## src/csrb_pkg.sv

```systemverilog
// Shared types and constants of the chunked sample ring buffer.
`timescale 1ns / 1ps

package csrb_pkg;

   localparam int SAMPLE_W  = 16;
   localparam int LEN_W     = 7;
   localparam int STATUS_W  = 3;
   localparam int FRAC_BITS = 15;
   localparam int QOUT_W    = SAMPLE_W + FRAC_BITS;
   localparam int FILL_W    = 11;
   localparam int CAP_W     = 11;
   localparam int CSR_IDX_W = 1;

   localparam logic [CAP_W-1:0] CAP_RESET = 11'd1024;

   localparam logic CMD_PUSH = 1'b0;
   localparam logic CMD_READ = 1'b1;

   localparam logic [CSR_IDX_W-1:0] REG_CAPACITY = 1'd0;
   localparam logic [CSR_IDX_W-1:0] REG_SCALE    = 1'd1;

   localparam logic [STATUS_W-1:0] ST_PUSHED    = 3'd0;
   localparam logic [STATUS_W-1:0] ST_FULL      = 3'd1;
   localparam logic [STATUS_W-1:0] ST_SAMPLE    = 3'd2;
   localparam logic [STATUS_W-1:0] ST_NOT_READY = 3'd3;
   localparam logic [STATUS_W-1:0] ST_DRAINED   = 3'd4;

   typedef enum logic [1:0] {
      CTRL_IDLE,
      CTRL_MOD,
      CTRL_DRAIN
   } state_type;

   typedef struct packed {
      logic take_item;
      logic cfg_write;
      logic mod_run;
      logic load_sample;
   } dp_cmd_type;

   typedef struct packed {
      logic out_free;
      logic item_burst;
      logic burst_last;
      logic mod_done;
   } dp_status_type;

endpackage

```

## src/csrb_ctrl.sv

```systemverilog
// Controller state machine sequencing items, chunk delivery and position reduction.
`timescale 1ns / 1ps

module csrb_ctrl (
   input  logic                    clock,
   input  logic                    reset,
   input  logic                    req_valid,
   output logic                    req_ready,
   input  logic                    csr_valid,
   input  logic [csrb_pkg::CSR_IDX_W-1:0] csr_index,
   output logic                    csr_ready,
   input  csrb_pkg::dp_status_type stat,
   output csrb_pkg::dp_cmd_type    cmd
);
   import csrb_pkg::*;

   state_type state_ff;
   state_type state_in;

   always_ff @(posedge clock) begin
      if (reset) begin
         state_ff <= CTRL_IDLE;
      end else begin
         state_ff <= state_in;
      end
   end

   always_comb begin
      state_in = state_ff;
      case (state_ff)
         CTRL_IDLE: begin
            if (csr_valid && csr_index == REG_CAPACITY) begin
               state_in = CTRL_MOD;
            end else if (req_valid && stat.out_free && stat.item_burst && !csr_valid) begin
               state_in = CTRL_DRAIN;
            end
         end
         CTRL_MOD: begin
            if (stat.mod_done) begin
               state_in = CTRL_IDLE;
            end
         end
         CTRL_DRAIN: begin
            if (stat.out_free && stat.burst_last) begin
               state_in = CTRL_IDLE;
            end
         end
         default: state_in = CTRL_IDLE;
      endcase
   end

   always_comb begin
      cmd       = '0;
      req_ready = 1'b0;
      csr_ready = 1'b0;
      case (state_ff)
         CTRL_IDLE: begin
            req_ready     = stat.out_free && !csr_valid;
            csr_ready     = 1'b1;
            cmd.take_item = req_valid && stat.out_free && !csr_valid;
            cmd.cfg_write = csr_valid;
         end
         CTRL_MOD: begin
            cmd.mod_run = 1'b1;
         end
         CTRL_DRAIN: begin
            cmd.load_sample = stat.out_free;
         end
         default: ;
      endcase
   end

endmodule

```

## config.mk

```make
export PLATFORM = sky130hd
export DESIGN_NAME = csrb_ctrl
export DESIGN_NICKNAME = d
export VERILOG_FILES = /design/src/csrb_pkg.sv /design/src/csrb_ctrl.sv
export SDC_FILE = /design/constraint.sdc
export NUM_CORES = 1
export LEC_CHECK = 0
export ABC_AREA = 0
export ABC_CLOCK_PERIOD_IN_PS = 3100
export BUFFER_PORTS_ARGS = -buffer_cell sky130_fd_sc_hd__buf_2
export CORE_AREA = 2 2 39 41
export DETAILED_ROUTE_END_ITERATION = 10
export DIE_AREA = 0 0 41 43
export SLEW_MARGIN = 20
export SYNTH_ARGS = -nofsm -noshare
export SYNTH_HDL_FRONTEND = slang
export SYNTH_SLANG_ARGS = --single-unit
```

## constraint.sdc

```tcl
create_clock -name clock -period 3.1 [get_ports clock]
set_clock_uncertainty 0.15 [all_clocks]
set_input_delay 0.465 -clock clock [delete_from_list [all_inputs] [get_ports clock]]
set_output_delay 0.465 -clock clock [all_outputs]
set_load 0.03 [all_outputs]
```

==> impl_metrics.py <==
metrics = {
    "finish": {
        "area_growth_pct": 78.9,
        "n_antenna_cell": 0,
        "fillers": 165,
        "reg_top3": "state_ff: 2 flops",
        "largest_reg_flops": 2,
        "largest_register": "state_ff",
        "drive_gt1_share_pct": 51.4,
        "final_nets": 46,
    },
    "worst_hold_path": {
        "hold_end": "state_ff[0]",
        "hold_class": "primary input to flop",
        "min_from": "reset",
        "holdPathStages": 2,
    },
    "route": {
        "antenna_left": 0,
        "wire_per_inst_um": 8.53,
        "first_iter_violations": 1,
        "wl_um": 435,
        "dr.pass1.iters": 4,
        "drc": 0,
        "dr_total_vias": 196,
        "viasPerCell": 3.84,
    },
    "yosys": {
        "synth_common_cells": "2 x and2_1, 2 x and3_1, 2 x dfxtp_1, 2 x nor2_1",
        "synth_top_area_share_pct": 28.1,
        "synth-seq-cells": 2,
        "syn_area_um2": 143,
        "async_flop_share_pct": 0,
        "synth.area.top_cells": "dfxtp_1 28%, a211oi_2 8.8%, and2_1 8.8%",
        "synth-main-ff-cell": "dfxtp_1",
        "avgSynthCellArea_um2": 7.92,
        "yosysWarnings": 0,
        "synth-edff-count": 0,
        "syn_nets": 27,
        "syn_inst": 18,
        "synth_cell_types": 14,
        "synth_area_leader_cell": "dfxtp_1",
        "ys_seq_area_share_pct": 28.1,
    },
    "sta": {
        "setup_slack_ps": 1370,
        "relSlewSlack_pct": 85.1,
        "worst_hold_slack_ps": 276,
        "post-route-period-util_pct": 55.8,
        "rsz0062_at_grt": "no",
        "setup_violations": 0,
        "drv_slew": 0,
        "hold_viol_final": 0,
        "fmax_ghz": 0.579,
        "fin_setup_tns_ps": 0,
        "min_period_ps": 1730,
        "worst_pin_slew_ps": 222,
    },
    "cts": {
        "cts_buffers": 3,
        "post-cts-setup-buffers": 0,
        "cts_tree": "done",
        "clk_pin_slew_worst_paths_ps": 30,
        "cts_resized": 0,
        "clock_sinks": 2,
        "cts-root-buf": "clkbuf_4",
        "clk_latency_ps": 220,
        "cts_buffer_depth": 2,
        "hold_buffers": 0,
        "htree_levels": 1,
    },
    "die": {
        "start_util_pct": 10.3,
        "io_pins": 15,
        "core_um2": 1380,
        "row_count": 14,
        "die_w_um": 41,
        "die_y_um": 43,
        "die-area_um2": 1760,
    },
    "setup_path": {
        "end_kind": "output port",
        "reg2reg_depth": 3,
        "cpLargestDelayFamily": "simple AND/OR/NAND/NOR gates",
        "cp_cell_sequence": "buf_2 > nor2b_1 > and3_1 > buf_2",
        "arrival_ps": 1110,
        "crit_path_max_fanout": 3,
        "crit_required_ps": 2480,
        "slowest_stage": "nor2b_1",
        "cp_num_buf_inv": 2,
        "r2r_setup_slack_ps": 1840,
        "slowest_delay_ps": 200,
        "path_class": "primary input to output port",
        "r2r-end": "state_ff[1]",
        "cpMostUsedCell": "buf_2",
        "r2r_start": "state_ff[0]",
        "crit_cells": 4,
        "cp-start-kind": "primary input",
    },
    "placed_design": {
        "place_ws_ps": 1380,
        "gp_congestion": 0.580,
        "numPortBuffers": 14,
    },
    "pwr": {
        "powerDensity_nw_per_um2": 444,
        "power_w": 0.000113,
        "p_leak_nw": 0.128,
        "ir_drop_mv": 0.0710,
    },
    "grt": {
        "overflow": 0,
        "track_usage_pct": 6.11,
        "antenna_found_initial": 0,
        "grt_pass1_wl_um": 648,
        "grt_start_max_net_pins": 8,
        "grt_pass1_vias": 186,
    },
    "run_status": {
        "status": "finished, final reports clean",
    },
    "run": {
        "maxCapViolations": 0,
    },
}
power breakdown:
group,internal (W),total (W),switching [W]
combinational,0.0000112,0.0000279,0.0000167
clock,0.0000427,0.0000569,0.0000142
sequential,0.0000271,0.0000284,0.00000139
worst max path at each step:
stage,from,endpoint,slack (ps)
final,stat[3],cmd[3],1370
after global routing,state_ff[1],cmd[3],1310
after CTS,state_ff[1],cmd[3],1370
after detailed placement,stat[3],cmd[3],1380
after global placement,stat[3],cmd[3],1380
after floorplan,state_ff[1],cmd[3],1230
per-stage QoR:
step / util, % / cell area [um2] / std cells
2_1_floorplan: - / 143 / 18
3_3_place_gp: 16.8 / 233 / 48
3_5_place_dp: 16.8 / 233 / 48
4_1_cts: 18.4 / 255 / 51
5_1_grt: 18.4 / 255 / 51
6_report: 18.4 / 255 / 51
metal layers:
layer | GRT usage (%) | share of wire, %
met5 | 0 | 0
met4 | 8.00 | 0
met3 | 3.14 | 14
met2 | 9.06 | 48
met1 | 4.46 | 38
cell families (layout without fill, tap and decap cells):
| family | Yosys count | count (layout) | synth area share, % |
|---|---|---|---|
| AOI/OAI and AO/OA | 4 | 4 | 24.6 |
| buffers and inverters | 1 | 18 | 2.63 |
| DFF | 2 | 2 | 28.1 |
| and+or+nand+nor | 11 | 11 | 44.7 |
worst reg2reg max path, delay by kind of cell, from the launching register on:
kind	cells	cell delay, ps
AND/OR/NAND/NOR	2	490
flip-flops	1	330
AO/OA/AOI/OAI	1	180
final cells by class:
type	instances	area (um2)	share of cell area, %
well taps	16	20.0	7.84
repair buffers	14	70.1	27.5
inverters	1	3.75	1.47
flip-flops and latches	2	40.0	15.7
clock buffers	3	22.5	8.82
multi-input cells	15	98.8	38.7
cell usage in the layout (no fill, tap or decap), drive strengths merged, types with 2 or more instances in the layout:
| cell | Yosys | final |
|---|---|---|
| dfxtp | 2 | 2 |
| and2 | 2 | 2 |
| nor2 | 2 | 2 |
| and3 | 2 | 2 |
| clkbuf | 0 | 3 |
| buf | 0 | 14 |
Note: power is estimated with default switching activity, not from simulation.
